File: config.mk
export PLATFORM = sky130hd
export DESIGN_NAME = faint_run_pixel_marker_unit
export DESIGN_NICKNAME = d
export VERILOG_FILES = /design/src/sv/frpm_pkg.sv /design/src/sv/frpm_cell.sv /design/src/sv/faint_run_pixel_marker_unit.sv
export SDC_FILE = /design/constraint.sdc
export NUM_CORES = 1
export LEC_CHECK = 0
export BUFFER_PORTS_ARGS = -buffer_cell sky130_fd_sc_hd__buf_2
export CAP_MARGIN = 15
export CELL_PAD_IN_SITES_DETAIL_PLACEMENT = 0
export CELL_PAD_IN_SITES_GLOBAL_PLACEMENT = 1
export CORE_ASPECT_RATIO = 1.1
export CORE_MARGIN = 1.5
export CORE_UTILIZATION = 58
export DETAILED_ROUTE_END_ITERATION = 6
export GPL_ROUTABILITY_DRIVEN = 1
export PLACE_DENSITY = 0.92
export SYNTH_ARGS = -nofsm -noshare
export SYNTH_HDL_FRONTEND = slang
export SYNTH_SLANG_ARGS = --single-unit
File: constraint.sdc
create_clock -name i_clk -period 7 [get_ports i_clk]
set_clock_uncertainty 0.1 [all_clocks]
set_input_delay 0.7 -clock i_clk [delete_from_list [all_inputs] [get_ports i_clk]]
set_output_delay 0.7 -clock i_clk [all_outputs]
set_load 0.005 [all_outputs]
File: src/sv/frpm_pkg.sv
package frpm_pkg;

    // Depth of the run store, one chain cell per entry (2..63)
    localparam int RUN_STORE_DEPTH = 32;
    // Burst limit on held pixels
    localparam int BURST_CAP = 32;
    localparam int HOLD_MAX = (RUN_STORE_DEPTH < BURST_CAP) ? RUN_STORE_DEPTH : BURST_CAP;
    localparam int IDX_W = (RUN_STORE_DEPTH > 1) ? $clog2(RUN_STORE_DEPTH) : 1;

    localparam int PX_W = 24;
    localparam int RUN_W = 6;
    localparam int CFG_IDX_W = 2;

    // Register indexes of the configuration port
    localparam logic [CFG_IDX_W-1:0] CFG_DIFF_LIMIT = 2'd0;
    localparam logic [CFG_IDX_W-1:0] CFG_MAX_RUN = 2'd1;
    localparam logic [CFG_IDX_W-1:0] CFG_MARK_COLOR = 2'd2;

    // Register reset values
    localparam logic [7:0] DIFF_LIMIT_RST = 8'd5;
    localparam logic [RUN_W-1:0] MAX_RUN_RST = 6'd21;
    localparam logic [PX_W-1:0] MARK_COLOR_RST = 24'hFF0000;

    localparam logic [RUN_W-1:0] RUN_SAT = 6'd63;
    localparam logic [RUN_W-1:0] HOLD_MAX_V = RUN_W'(HOLD_MAX);

    typedef logic [PX_W-1:0] t_pixel;

    // Per-cell control from the sequencer
    typedef struct packed {
        logic load;
        logic shift;
    } t_cell_ctrl;

    // One channel counts as faint when it rises by 1..limit over the reference
    function automatic logic ch_faint(input logic [7:0] px, input logic [7:0] ref_px,
                                      input logic [7:0] limit);
        logic [7:0] d;
        d = px - ref_px;
        return (px > ref_px) && (d <= limit);
    endfunction

endpackage

File: src/sv/frpm_cell.sv
module frpm_cell (
    input  logic                i_clk,
    input  frpm_pkg::t_cell_ctrl i_ctrl,
    input  frpm_pkg::t_pixel    i_px,
    input  frpm_pkg::t_pixel    i_next,
    output frpm_pkg::t_pixel    o_px
);
    import frpm_pkg::*;

    t_pixel r_px;
    t_pixel n_px;

    // Load a new held pixel, or take the neighbor's while draining
    always_comb begin
        n_px = r_px;
        if (i_ctrl.load) begin
            n_px = i_px;
        end else if (i_ctrl.shift) begin
            n_px = i_next;
        end
    end

    always_ff @(posedge i_clk) begin
        r_px <= n_px;
    end

    assign o_px = r_px;

endmodule

File: src/sv/faint_run_pixel_marker_unit.sv
// Faint run pixel marker.
// Input channel: i_valid / o_stall with one raster pixel (three 8-bit channels),
// frame_start and end_of_pass. A pixel is transferred when i_valid is high and
// o_stall low. Output channel: o_valid / i_stall, one pixel per transfer with
// was_marked and last_of_burst; last_of_burst flags the final result of one input.
// Configuration: i_cfg_valid / o_cfg_ready (always ready) with register index
// 0 diff_limit, 1 max_run, 2 mark_color; other indexes are ignored. Write only
// while the block is idle.
// A faint pixel that is held produces no result unless it carries end_of_pass,
// which flushes the held run unmarked. After an input transfer the burst state
// loads the output register one result per cycle while the output slot is free,
// the run chain shifting one held pixel per result to the output register.
// Input is stalled while a burst is in progress; an output stall freezes the
// burst and the output register holds its pixel.
// Reset (synchronous, active low) restores register defaults, clears the
// reference pixel and run length and empties the output register.
module faint_run_pixel_marker_unit (
    input  logic        i_clk,
    input  logic        i_rst_n,
    // Pixel input
    input  logic        i_valid,
    output logic        o_stall,
    input  logic [7:0]  i_pixel_ch0,
    input  logic [7:0]  i_pixel_ch1,
    input  logic [7:0]  i_pixel_ch2,
    input  logic        i_frame_start,
    input  logic        i_end_of_pass,
    // Result output
    output logic        o_valid,
    input  logic        i_stall,
    output logic [7:0]  o_out_ch0,
    output logic [7:0]  o_out_ch1,
    output logic [7:0]  o_out_ch2,
    output logic        o_was_marked,
    output logic        o_last_of_burst,
    // Configuration writes
    input  logic        i_cfg_valid,
    output logic        o_cfg_ready,
    input  logic [frpm_pkg::CFG_IDX_W-1:0] i_cfg_index,
    input  logic [23:0] i_cfg_data
);
    import frpm_pkg::*;

    typedef enum logic [1:0] {
        S_IDLE  = 2'b01,
        S_BURST = 2'b10
    } t_state;

    t_state r_state, n_state;

    logic [7:0]       r_diff_limit;
    logic [RUN_W-1:0] r_max_run;
    t_pixel           r_mark_color;

    t_pixel           r_ref, n_ref;
    logic [RUN_W-1:0] r_run, n_run;
    t_pixel           r_px, n_px;
    logic [RUN_W-1:0] r_drain, n_drain;
    logic             r_drain_mark, n_drain_mark;
    logic             r_emit_px, n_emit_px;

    logic             r_ov, n_ov;
    t_pixel           r_out_px, n_out_px;
    logic             r_out_mark, n_out_mark;
    logic             r_out_last, n_out_last;

    t_pixel           in_px;
    logic             accept;
    logic             faint;
    logic [RUN_W-1:0] cap;
    logic [RUN_W-1:0] run_inc;
    logic             do_store;
    logic             do_shift;
    logic             slot_free;

    t_cell_ctrl       cell_ctrl [RUN_STORE_DEPTH];
    t_pixel           cell_px   [RUN_STORE_DEPTH];
    t_pixel           cell_next [RUN_STORE_DEPTH];

    assign in_px = {i_pixel_ch2, i_pixel_ch1, i_pixel_ch0};
    assign accept = i_valid && (r_state == S_IDLE);
    assign o_stall = (r_state != S_IDLE);
    assign o_cfg_ready = 1'b1;
    assign slot_free = !r_ov || !i_stall;

    // Register writes
    always_ff @(posedge i_clk) begin
        if (!i_rst_n) begin
            r_diff_limit <= DIFF_LIMIT_RST;
            r_max_run    <= MAX_RUN_RST;
            r_mark_color <= MARK_COLOR_RST;
        end else if (i_cfg_valid) begin
            unique case (i_cfg_index)
                CFG_DIFF_LIMIT: r_diff_limit <= i_cfg_data[7:0];
                CFG_MAX_RUN:    r_max_run    <= i_cfg_data[RUN_W-1:0];
                CFG_MARK_COLOR: r_mark_color <= i_cfg_data;
                default: ;
            endcase
        end
    end

    // Hold limit and faint test
    assign cap = (r_max_run > HOLD_MAX_V) ? HOLD_MAX_V : r_max_run;
    assign run_inc = (r_run < RUN_SAT) ? (r_run + RUN_W'(1)) : RUN_SAT;
    assign faint = !i_frame_start
                && ch_faint(i_pixel_ch0, r_ref[7:0],   r_diff_limit)
                && ch_faint(i_pixel_ch1, r_ref[15:8],  r_diff_limit)
                && ch_faint(i_pixel_ch2, r_ref[23:16], r_diff_limit);
    assign do_store = accept && faint && (run_inc <= cap);

    // Sequencer: plan a burst on input, then feed the output register
    always_comb begin
        n_state      = r_state;
        n_ref        = r_ref;
        n_run        = r_run;
        n_px         = r_px;
        n_drain      = r_drain;
        n_drain_mark = r_drain_mark;
        n_emit_px    = r_emit_px;
        n_ov         = r_ov && i_stall;
        n_out_px     = r_out_px;
        n_out_mark   = r_out_mark;
        n_out_last   = r_out_last;
        do_shift     = 1'b0;

        unique case (r_state)
            S_IDLE: begin
                if (accept) begin
                    n_px = in_px;
                    if (faint) begin
                        if (run_inc <= cap) begin
                            // held; flush unmarked at end of pass
                            n_drain      = run_inc;
                            n_drain_mark = 1'b0;
                            n_emit_px    = 1'b0;
                            n_run        = i_end_of_pass ? '0 : run_inc;
                            if (i_end_of_pass) begin
                                n_state = S_BURST;
                            end
                        end else begin
                            // run outgrew the hold limit
                            n_drain      = (run_inc == cap + RUN_W'(1)) ? cap : '0;
                            n_drain_mark = 1'b0;
                            n_emit_px    = 1'b1;
                            n_run        = i_end_of_pass ? '0 : run_inc;
                            n_state      = S_BURST;
                        end
                    end else begin
                        // run ends: recolor a short one, then the pixel
                        n_drain      = (r_run != '0 && r_run <= cap) ? r_run : '0;
                        n_drain_mark = 1'b1;
                        n_emit_px    = 1'b1;
                        n_ref        = in_px;
                        n_run        = '0;
                        n_state      = S_BURST;
                    end
                end
            end
            S_BURST: begin
                if (slot_free) begin
                    n_ov = 1'b1;
                    if (r_drain != '0) begin
                        do_shift   = 1'b1;
                        n_drain    = r_drain - RUN_W'(1);
                        n_out_px   = r_drain_mark ? r_mark_color : cell_px[0];
                        n_out_mark = r_drain_mark;
                        n_out_last = (r_drain == RUN_W'(1)) && !r_emit_px;
                        if (n_out_last) begin
                            n_state = S_IDLE;
                        end
                    end else begin
                        n_out_px   = r_px;
                        n_out_mark = 1'b0;
                        n_out_last = 1'b1;
                        n_state    = S_IDLE;
                    end
                end
            end
            default: n_state = S_IDLE;
        endcase
    end

    // Control state
    always_ff @(posedge i_clk) begin
        if (!i_rst_n) begin
            r_state <= S_IDLE;
            r_ref   <= '0;
            r_run   <= '0;
            r_drain <= '0;
            r_ov    <= 1'b0;
        end else begin
            r_state <= n_state;
            r_ref   <= n_ref;
            r_run   <= n_run;
            r_drain <= n_drain;
            r_ov    <= n_ov;
        end
    end

    // Payload
    always_ff @(posedge i_clk) begin
        r_px         <= n_px;
        r_drain_mark <= n_drain_mark;
        r_emit_px    <= n_emit_px;
        r_out_px     <= n_out_px;
        r_out_mark   <= n_out_mark;
        r_out_last   <= n_out_last;
    end

    // Run chain: cell i holds the i-th pixel of the current run
    for (genvar g = 0; g < RUN_STORE_DEPTH; g++) begin : g_cell
        assign cell_ctrl[g].load  = do_store
                                 && ((run_inc - RUN_W'(1)) == RUN_W'(g));
        assign cell_ctrl[g].shift = do_shift;
        if (g == RUN_STORE_DEPTH - 1) begin : g_tail
            assign cell_next[g] = cell_px[g];
        end else begin : g_mid
            assign cell_next[g] = cell_px[g+1];
        end
        frpm_cell u_cell (
            .i_clk  (i_clk),
            .i_ctrl (cell_ctrl[g]),
            .i_px   (in_px),
            .i_next (cell_next[g]),
            .o_px   (cell_px[g])
        );
    end

    assign o_valid         = r_ov;
    assign o_out_ch0       = r_out_px[7:0];
    assign o_out_ch1       = r_out_px[15:8];
    assign o_out_ch2       = r_out_px[23:16];
    assign o_was_marked    = r_out_mark;
    assign o_last_of_burst = r_out_last;

endmodule
Yosys cells after proc, flatten, opt, wreduce, memory -nomap -nowiden:

Index checks and enable logic that the tools add are counted.

* register bits after elaboration: 897
* input bits: 57
* output and inout port bits: 29
* word-level logic and storage cells: 291

* $add $sub $neg: 7
* $lt $le $gt $ge: 10
* eq/ne operators: 43
* multiplexer cells: 91
* bitwise operators: 1
* reduce and logical (&&, ||, !) cells: 93

Operators by type and width (count)
* 2-to-1 mux 24 bit: 64
* == test 6 x 5 -> 1 bit (second input constant): 16
* 2-to-1 mux 6 bit: 11
* nonzero test 2 bit: 32
* == test 6 x 4 -> 1 bit (second input constant): 8
* logical AND 1 bit: 44
* == test 6 x 3 -> 1 bit (second input constant): 4
* greater-than comparator 8 bit: 3
* <= comparator 8 bit: 3
* subtractor 8 bit: 3
* 2-to-1 mux 2 bit: 7
* adder 6 x 1 -> 6 bit (second input constant): 2
* == test 6 x 1 -> 1 bit (second input constant): 2
* == test 6 x 2 -> 1 bit (second input constant): 2
* <= comparator 6 bit: 2
* case mux 6 bit (2 select lines): 1
* nonzero test 6 bit: 2
* subtractor 6 x 1 -> 6 bit (second input constant): 2
* AND reduction 2 bit: 5
* AND reduction 4 bit: 2
* 2-to-1 mux 1 bit: 7
* == test 6 bit: 1
* greater-than comparator 6 bit (second input constant): 1
* zero test 6 bit: 1
* 13 further kinds: 20

Depth between registers and ports, before layout:

Gate-level depths: netlist of run 1.

* word-level depth: 10
* gate-level depth with buffers: 21

Cells and area by module:

A second synthesis of run 1 with hierarchy kept.

* cells, all modules: 2570
* area, all modules: 43755.7 um2

By module, submodules not included
* frpm_cell: instances 32, cells an instance 52, area each 1119.8 um2
* faint_run_pixel_marker_unit: instances 1, cells an instance 906, area each 7921.3 um2

Worst setup path after synthesis of run 1:

OpenSTA, ideal clock, no wires.

* kind: input-to-reg
* from: in i_pixel_ch1[0]
* to: reg g_cell[22].u_cell.r_px[0], enable pin
* data arrival time: 4.548 ns
* required time: 6.516 ns
* path slack: 1.967 ns
* stages on the path: 18
* path buffers: 2
* cells stage by stage: clkbuf_1 -> inv_1 -> ha_1 -> fa_1 -> nor2b_1 -> o21ai_0 -> nand3_1 -> xor2_1 -> ha_1 -> o21ai_0 -> nor2_1 -> nor4bb_1 -> o22ai_1 -> nor3_4 -> inv_2 -> nor4b_4 -> buf_6 -> nand2b_1

* longest elaborated chain between the ends: 9
* elaborated cells between the ends (all ways): 10

Ends and longest elaborated chain
* start, declared: line faint_run_pixel_marker_unit.sv:24 `input logic [7:0] i_pixel_ch1,`
* subtractor 8 bit: line frpm_pkg.sv:39 `d = px - ref_px;`
* <= comparator 8 bit: line frpm_pkg.sv:40 `return (px > ref_px) && (d <= limit);`
* logical AND 1 bit (*): line frpm_pkg.sv:40
* logical AND 1 bit (*): line faint_run_pixel_marker_unit.sv:107 `&& ch_faint(i_pixel_ch1, r_ref[15:8], r_diff_limit)`
* logical AND 1 bit (*): line faint_run_pixel_marker_unit.sv:108 `&& ch_faint(i_pixel_ch2, r_ref[23:16], r_diff_limit);`
* logical AND 1 bit (*) (2 in a row): line faint_run_pixel_marker_unit.sv:109 `assign do_store = accept && faint && (run_inc <= cap);`
* logical AND 1 bit (*): line faint_run_pixel_marker_unit.sv:213 `&& ((run_inc - RUN_W'(1)) == RUN_W'(g));`
* nonzero test 2 bit (no source line) (*)
* end signal, assigned: line frpm_cell.sv:24 `r_px <= n_px;`
* end, declared: line frpm_cell.sv:10 `t_pixel r_px;`

Every way passes the cells marked *; elsewhere a longest branch is shown, timed or not.
A chain may end at the register's enable or synchronous reset.

Worst setup path in the final report of run 1:

* from: reg r_run[0]
* to: reg g_cell[0].u_cell.r_px[15], enable pin

* longest elaborated chain between the ends: 6
* elaborated cells between the ends (all ways): 9

Ends and longest elaborated chain
* start, declared: line faint_run_pixel_marker_unit.sv:56 `logic [RUN_W-1:0] r_run, n_run;`
* start signal, assigned: line faint_run_pixel_marker_unit.sv:194 `r_run <= n_run;`
* adder 6 x 1 -> 6 bit or < comparator 6 bit (tied branches): line faint_run_pixel_marker_unit.sv:104 `assign run_inc = (r_run < RUN_SAT) ? (r_run + RUN_W'(1)) : RUN_SAT;`
* 2-to-1 mux 6 bit (*): line faint_run_pixel_marker_unit.sv:104
* subtractor 6 x 1 -> 6 bit or <= comparator 6 bit (tied branches): line faint_run_pixel_marker_unit.sv:213, faint_run_pixel_marker_unit.sv:109
* zero test 6 bit or logical AND 1 bit (tied branches): line faint_run_pixel_marker_unit.sv:213, faint_run_pixel_marker_unit.sv:109
* logical AND 1 bit (*): line faint_run_pixel_marker_unit.sv:213
* nonzero test 2 bit (no source line) (*)
* end signal, assigned: line frpm_cell.sv:24
* end, declared: line frpm_cell.sv:10

Marks and branches as above.

==> flow_metrics.tcl, run 1 <==
set metrics [dict create \
    ys_seq_elements 897 \
    leakagePower_nw 15.9 \
    pre_cts_ws_ps 1280 \
    vias_per_cell 5.94 \
    worst_pin_slew_ps 1110 \
    gp_congestion 0.942 \
    coreArea_um2 69400 \
    ant_nets 0 \
    setup_ws_ps 1590 \
    whs_ps 145 \
    grt_pass1_vias 22500 \
    overflow 0 \
    grt_pass1_wl_um 136000 \
    std_cell_rows 101 \
    port_buffers 84 \
    rsz0062_at_grt "false" \
    synth.net_count 2719 \
    yosys_warnings 0 \
    total_power_w 0.0113 \
    ir_drop_uv 209 \
    wire_per_inst_um 24.3 \
    hpwlAfterDp_um 55200 \
    grt_usage_pct 24.8 \
    syn-cell-area_um2 40900 \
    cts_hold_buf 0 \
    yosys_most_used_dff "edfxtp_1" \
    async_flop_share_pct 0 \
    clkSlewWorstSetupHoldPaths_ps 60 \
    numCtsBuffers 90 \
    cts_tree "done" \
    h-tree-depth 3 \
    antenna_cells 0 \
    critPathMaxFanout 25 \
    combPwrFrac_pct 5.5 \
    fillers 4600 \
    die-area_um2 72100 \
    post_cts_resized 0 \
    relSlewSlack_pct 25.5 \
    clock_latency_ps 660 \
    p_clk_share_pct 42.2 \
    holdCritPathClass "in -> reg" \
    endpoint_kind "flop" \
    cap_violations 0 \
    grt_max_degree 104 \
    layout.cells.most_common_list "edfxtp_1 (820), mux2_2 (653), nand2_1 (132), clkbuf_16 (90), buf_2 (84)" \
    start_kind "flop" \
    setup_tns_ps 0 \
    syn-mean-instance-area_um2 15.8 \
    seq_area_um2 26200 \
    hold_violations 0 \
    drive_above_1_share_pct 38.3 \
    post_cts_buffers 0 \
    synthCells 2591 \
    swShare_pct 22.3 \
    path_class "reg -> reg" \
    status "finished clean" \
    dr_total_vias 21800 \
    area_growth_syn_to_layout_pct 10.3 \
    finalWirelength_um 89000 \
    multi_input_area_um2 13500 \
    yosysUniqueCellTypes 79 \
    cts_max_path_buffers 3 \
    fp.dieH_um 281 \
    drt_iter0_drc 1838 \
    fin_util_pct 65.0 \
    ioPinCount 86 \
    antenna_found_initial 1 \
    p_per_area_nw_per_um2 251 \
    fmax_mhz 185 \
    p_seq_share_pct 52.3 \
    layout_commonest_cell "edfxtp_1" \
    report.final.setup_viol 0 \
    synth_edf_count 820 \
    p_int_w 0.00878 \
    drv_slew 0 \
    period_share_pct 77.2 \
    power.switching_w 0.00252 \
    start_util_pct 58.9 \
    root_buffer "clkbuf_16" \
    critPathArrivalTime_ps 5640 \
    dr.pass1.iters 5 \
    crit_required_ps 7230 \
    yosysSeqAreaShare_pct 64.0 \
    r2r_slack_ps 1590 \
    cts_sinks 897 \
    nNetsFinal 2793 \
    finalWorstPathRequiredPeriod_ps 5410 \
    drcViolationCount 0 \
    die_x_um 256 \
]
[per-layer routing]
metal,track usage [%],vias to the layer above,wire [um]
li1,-,9966,-
met3,3.08,189,4300
met4,10.0,0,3210
met1,31.3,11000,35900
met5,0,-,0
met2,43.7,673,45600
[final cells by class]
| class | instances | area share, % |
|---|---|---|
| clock buffers | 110 | 5.16 |
| clock inverters | 58 | 1.35 |
| inverters | 61 | 0.508 |
| multi-input cells | 1443 | 29.9 |
| flip-flops and latches | 897 | 58.0 |
| well taps | 927 | 2.57 |
| repair buffers | 172 | 2.54 |
[cell usage after synthesis, types with 6 or more instances]
| master | instances | area share (%) |
|---|---|---|
| and2_1 | 6 | 0.092 |
| clkbuf_1 | 107 | 0.98 |
| nand3_1 | 47 | 0.58 |
| nand4_1 | 10 | 0.15 |
| nand2_1 | 132 | 1.2 |
| a21o_1 | 10 | 0.18 |
| nand3_4 | 18 | 0.77 |
| edfxtp_1 | 820 | 60 |
| a32oi_1 | 7 | 0.15 |
| nand2b_1 | 13 | 0.20 |
| o21a_1 | 6 | 0.11 |
| and4_1 | 9 | 0.19 |
| mux2_2 | 653 | 18 |
| buf_2 | 41 | 0.50 |
| nor2_1 | 55 | 0.51 |
| buf_6 | 31 | 0.85 |
| a211oi_1 | 6 | 0.11 |
| a21oi_1 | 63 | 0.77 |
| mux2_1 | 52 | 1.4 |
| xor2_1 | 10 | 0.21 |
| inv_1 | 55 | 0.51 |
| nand4_2 | 8 | 0.24 |
| mux2_4 | 39 | 1.4 |
| and3_1 | 10 | 0.15 |
| buf_4 | 8 | 0.15 |
| nor2b_1 | 26 | 0.40 |
| mux2i_1 | 31 | 0.76 |
| a21boi_0 | 19 | 0.35 |
| xnor2_1 | 14 | 0.30 |
| dfxtp_1 | 77 | 3.8 |
| ha_1 | 68 | 2.1 |
| o21ai_0 | 49 | 0.60 |
[kinds of logic (layout without fill, tap and decap cells)]
logic type	count (synthesis)	count (layout)	share of synthesized area, %
xor gates and xnor gates	25	25	0.554
muxes	776	776	21.7
AOI/OAI and AO/OA	195	195	3.00
adders and majority gates	71	71	2.23
DFF	897	897	64.0
other	1	1	0.00917
and+or+nand+nor	375	375	5.42
buffers and inverters	251	401	3.12
[critical path, stage by stage, from the launching register on]
cell and delay [ps]:
dfxtp_1 530, ha_1 350, nand4_1 150, o21ai_2 430, inv_2 210, ha_1 330, a21o_1 180, a21o_1 180
o21ai_1 850, nand2b_1 370, nor3_2 520, nand3_4 370, nand2_1 150, buf_4 310
[power by group through the flow]
| stage | sequential (W) | combinational, W | clock [W] |
|---|---|---|---|
| 4_1_cts | 0.00591 | 0.000624 | 0.00484 |
| 3_5_place_dp | 0.00602 | 0.000620 | 0 |
| 5_1_grt | 0.00591 | 0.000685 | 0.00505 |
| 3_3_place_gp | 0.00602 | 0.000602 | 0 |
| 2_1_floorplan | 0.00601 | 0.000393 | 0 |
| 6_report | 0.00591 | 0.000626 | 0.00476 |
[through the flow]
step           cell area (um^2)  std cells
2_1_floorplan             40900       2591
3_3_place_gp              42200       3500
3_5_place_dp              42200       3500
4_1_cts                   45100       3668
5_1_grt                   45100       3668
6_report                  45100       3668
[flip-flops by register name (all words and copies together), names as in the netlist]
register,cells
g_cell.u_cell.o_px,768
r_mark_color,24
r_out_px,24
r_px,24
r_ref,24
r_diff_limit,8
r_drain,6
r_max_run,6
r_run,6
r_state,2
o_last_of_burst,1
o_valid,1
o_was_marked,1
r_drain_mark,1
r_emit_px,1
[final timing paths]
path | to | from | cells past startpoint
max reg2reg | g_cell[0].u_cell.o_px[15] | r_run[0] | 13
min | r_mark_color[19] | i_cfg_data[19] | 3
min reg2reg | r_mark_color[3] | r_mark_color[3] | 2
max | g_cell[0].u_cell.o_px[15] | r_run[0] | 13
Note: power is estimated with default switching activity, not from simulation.
==> inputs of run 2 (changes only) <==
--- a/config.mk
+++ b/config.mk
@@ -11,10 +11,10 @@
 export CELL_PAD_IN_SITES_GLOBAL_PLACEMENT = 1
 export CORE_ASPECT_RATIO = 1.1
 export CORE_MARGIN = 1.5
-export CORE_UTILIZATION = 58
+export CORE_UTILIZATION = 54
 export DETAILED_ROUTE_END_ITERATION = 6
 export GPL_ROUTABILITY_DRIVEN = 1
-export PLACE_DENSITY = 0.92
+export PLACE_DENSITY = 0.87
 export SYNTH_ARGS = -nofsm -noshare
 export SYNTH_HDL_FRONTEND = slang
 export SYNTH_SLANG_ARGS = --single-unit
==> constraint.sdc (replaced) <==
create_clock -name i_clk -period 5.1 [get_ports i_clk]
set_clock_uncertainty 0.1 [all_clocks]
set_input_delay 0.51 -clock i_clk [delete_from_list [all_inputs] [get_ports i_clk]]
set_output_delay 0.51 -clock i_clk [all_outputs]
set_load 0.005 [all_outputs]
==> run 2 against run 1 <==
Critical path depth rose by 7. Design area is 2.0% higher. Clock power increased by 36%. Fmax increased by 13%. Combinational power is 38% higher. Critical endpoint is now g_cell[13].u_cell.o_px[6]. Global-route usage fell by 2.2 points. First-iteration DRC count down 26%. Flip-flop and latch count unchanged. Worst setup slack worse by 1300 ps. Power is 37% higher.
==> flow_metrics.tcl, run 2 (synthesis results as in run 1) <==
set metrics [dict create \
    grt_pass1_vias 22600 \
    drcViolationCount 0 \
    grt_max_degree 75 \
    worstSetupEndpoint "g_cell[13].u_cell.o_px[6]" \
    dr_total_vias 21800 \
    cts_sinks 897 \
    cpPeakStageDelay_ps 380 \
    crit_required_ps 5330 \
    nNetsFinal 2837 \
    wire_per_inst_um 23.2 \
    layout_commonest_cell "edfxtp_1" \
    grt_usage_pct 22.6 \
    start_kind "flop" \
    start_util_pct 54.7 \
    clkSlewWorstSetupHoldPaths_ps 60 \
    reg2reg_from "r_ref[1]" \
    setup_tns_ps 0 \
    ir_drop_uv 275 \
    leakagePower_nw 16.2 \
    root_buffer "clkbuf_16" \
    hold_violations 0 \
    worstSetupStartpoint "r_ref[1]" \
    critPathArrivalTime_ps 5030 \
    die_x_um 265 \
    p_per_area_nw_per_um2 336 \
    timing.rr.end "g_cell[13].u_cell.o_px[6]" \
    critPathMaxFanout 25 \
    antenna_found_initial 2 \
    coreArea_um2 74800 \
    gp_congestion 0.838 \
    h-tree-depth 3 \
    endpoint_kind "flop" \
    clock_latency_ps 650 \
    vias_per_cell 5.82 \
    cts_tree "done" \
    finalWorstPathRequiredPeriod_ps 4800 \
    path_class "reg -> reg" \
    r2r_slack_ps 300 \
    grt_pass1_wl_um 134000 \
    holdCritPathClass "in -> reg" \
    layout.cells.most_common_list "edfxtp_1 (820), mux2_2 (653), nand2_1 (132), clkbuf_16 (90), buf_2 (84)" \
    largest_reg_flops 768 \
    cts_max_path_buffers 3 \
    relSlewSlack_pct 33.5 \
    status "finished clean" \
    area_growth_syn_to_layout_pct 12.5 \
    ioPinCount 86 \
    die-area_um2 77400 \
    fin_cells 3744 \
    finalWirelength_um 86700 \
    fp.dieH_um 292 \
    path_cells "inv_1 > ha_1 > nor2b_1 > o21ai_0 > nand2b_1 > a21o_1 > a21oi_1 > o21ai_0 > xor2_1 > ha_1 > a21oi_1 > o21ai_0 > o21ai_0 > o211ai_1 > nor3_4 > buf_12 > buf_4 > nand3_4 > nand2_1 > buf_4" \
    hpwlAfterDp_um 55200 \
    ant_nets 0 \
    drive_above_1_share_pct 38.8 \
    port_buffers 84 \
    numCtsBuffers 90 \
    cap_violations 0 \
    antenna_cells 0 \
    fillers 5270 \
    drt_iter0_drc 1368 \
    overflow 0 \
    dr.pass1.iters 5 \
    ff2ff_path_depth 20 \
    cp_num_cells 20 \
    std_cell_rows 105 \
    fmax_mhz 208 \
    crit_top_cell "o21ai_0" \
    dpl.cell_count 3565 \
    crit_path_top_delay_cell "dfxtp_1" \
    period_share_pct 94.1 \
    worst_pin_slew_ps 995 \
    report.final.setup_viol 0 \
    drv_slew 0 \
    cp_top_family "compound AO/OA/AOI/OAI gates" \
    crit_buf_inv 4 \
]
[run 2: report_power, final]
part | switching (W) | total, W | internal [W] | leakage, nW
logic | 0.000559 | 0.000864 | 0.000305 | 6.82
clock network | 0.00278 | 0.00647 | 0.00369 | 1.39
registers | 0.0000424 | 0.00811 | 0.00807 | 8.02
[run 2: timing repair]
| item | 4_1_cts | 5_1_grt |
|---|---|---|
| hold buffers | 13 | 0 |
| setup endpoints to repair | 0 | 50 |
| endpoints found under the hold margin | 13 | 0 |
| buffers inserted | 0 | 2 |
| gates resized for setup | 0 | 0 |
[run 2: how the worst min path moves through the flow]
| stage | start | endpoint | slack, ps | depth (start not counted) |
|---|---|---|---|---|
| global placement | r_ref[20] | r_ref[20] | 350 | 2 |
| floorplan | r_mark_color[16] | r_mark_color[16] | 340 | 2 |
| CTS | i_cfg_data[11] | r_mark_color[11] | 3 | 3 |
| global route | i_cfg_data[8] | r_mark_color[8] | 20 | 3 |
| detailed placement | r_ref[23] | r_ref[23] | 360 | 2 |
| finish | i_cfg_data[11] | r_mark_color[11] | 30 | 3 |
[run 2: worst min-delay path, stage by stage]
cell,delay (ps)
buf_2,90
nand2_1,50
a21boi_0,80
[run 2: final cells by class]
cell class	count	area [um^2]	share of cell area [%]
well taps	963	1200	2.62
clock buffers	110	2340	5.09
repair buffers	216	2030	4.42
flip-flops and latches	897	26200	56.9
multi-input cells	1443	13500	29.3
inverters	61	229	0.498
clock inverters	54	547	1.19
[run 2: per-stage QoR]
step	hold WS (ps)	setup WS [ps]	instance area [um^2]	utilization, %	total power (W)
3_5_place_dp	361	52.0	43000	57.5	0.00912
5_1_grt	21.5	-5.50	46000	61.5	0.0160
2_1_floorplan	340	257	40900	-	0.00879
4_1_cts	3.08	239	46000	61.5	0.0156
3_3_place_gp	355	172	43000	57.5	0.00909
6_report	33.8	302	46000	61.5	0.0155
[run 2: metal layers]
metal	part of all wire (%)	vias to the layer above	GRT usage [%]
li1	-	10100	-
met2	52	504	40.4
met4	3.1	0	8.33
met1	41	11100	28.0
met5	0	-	0
met3	4.1	148	2.85
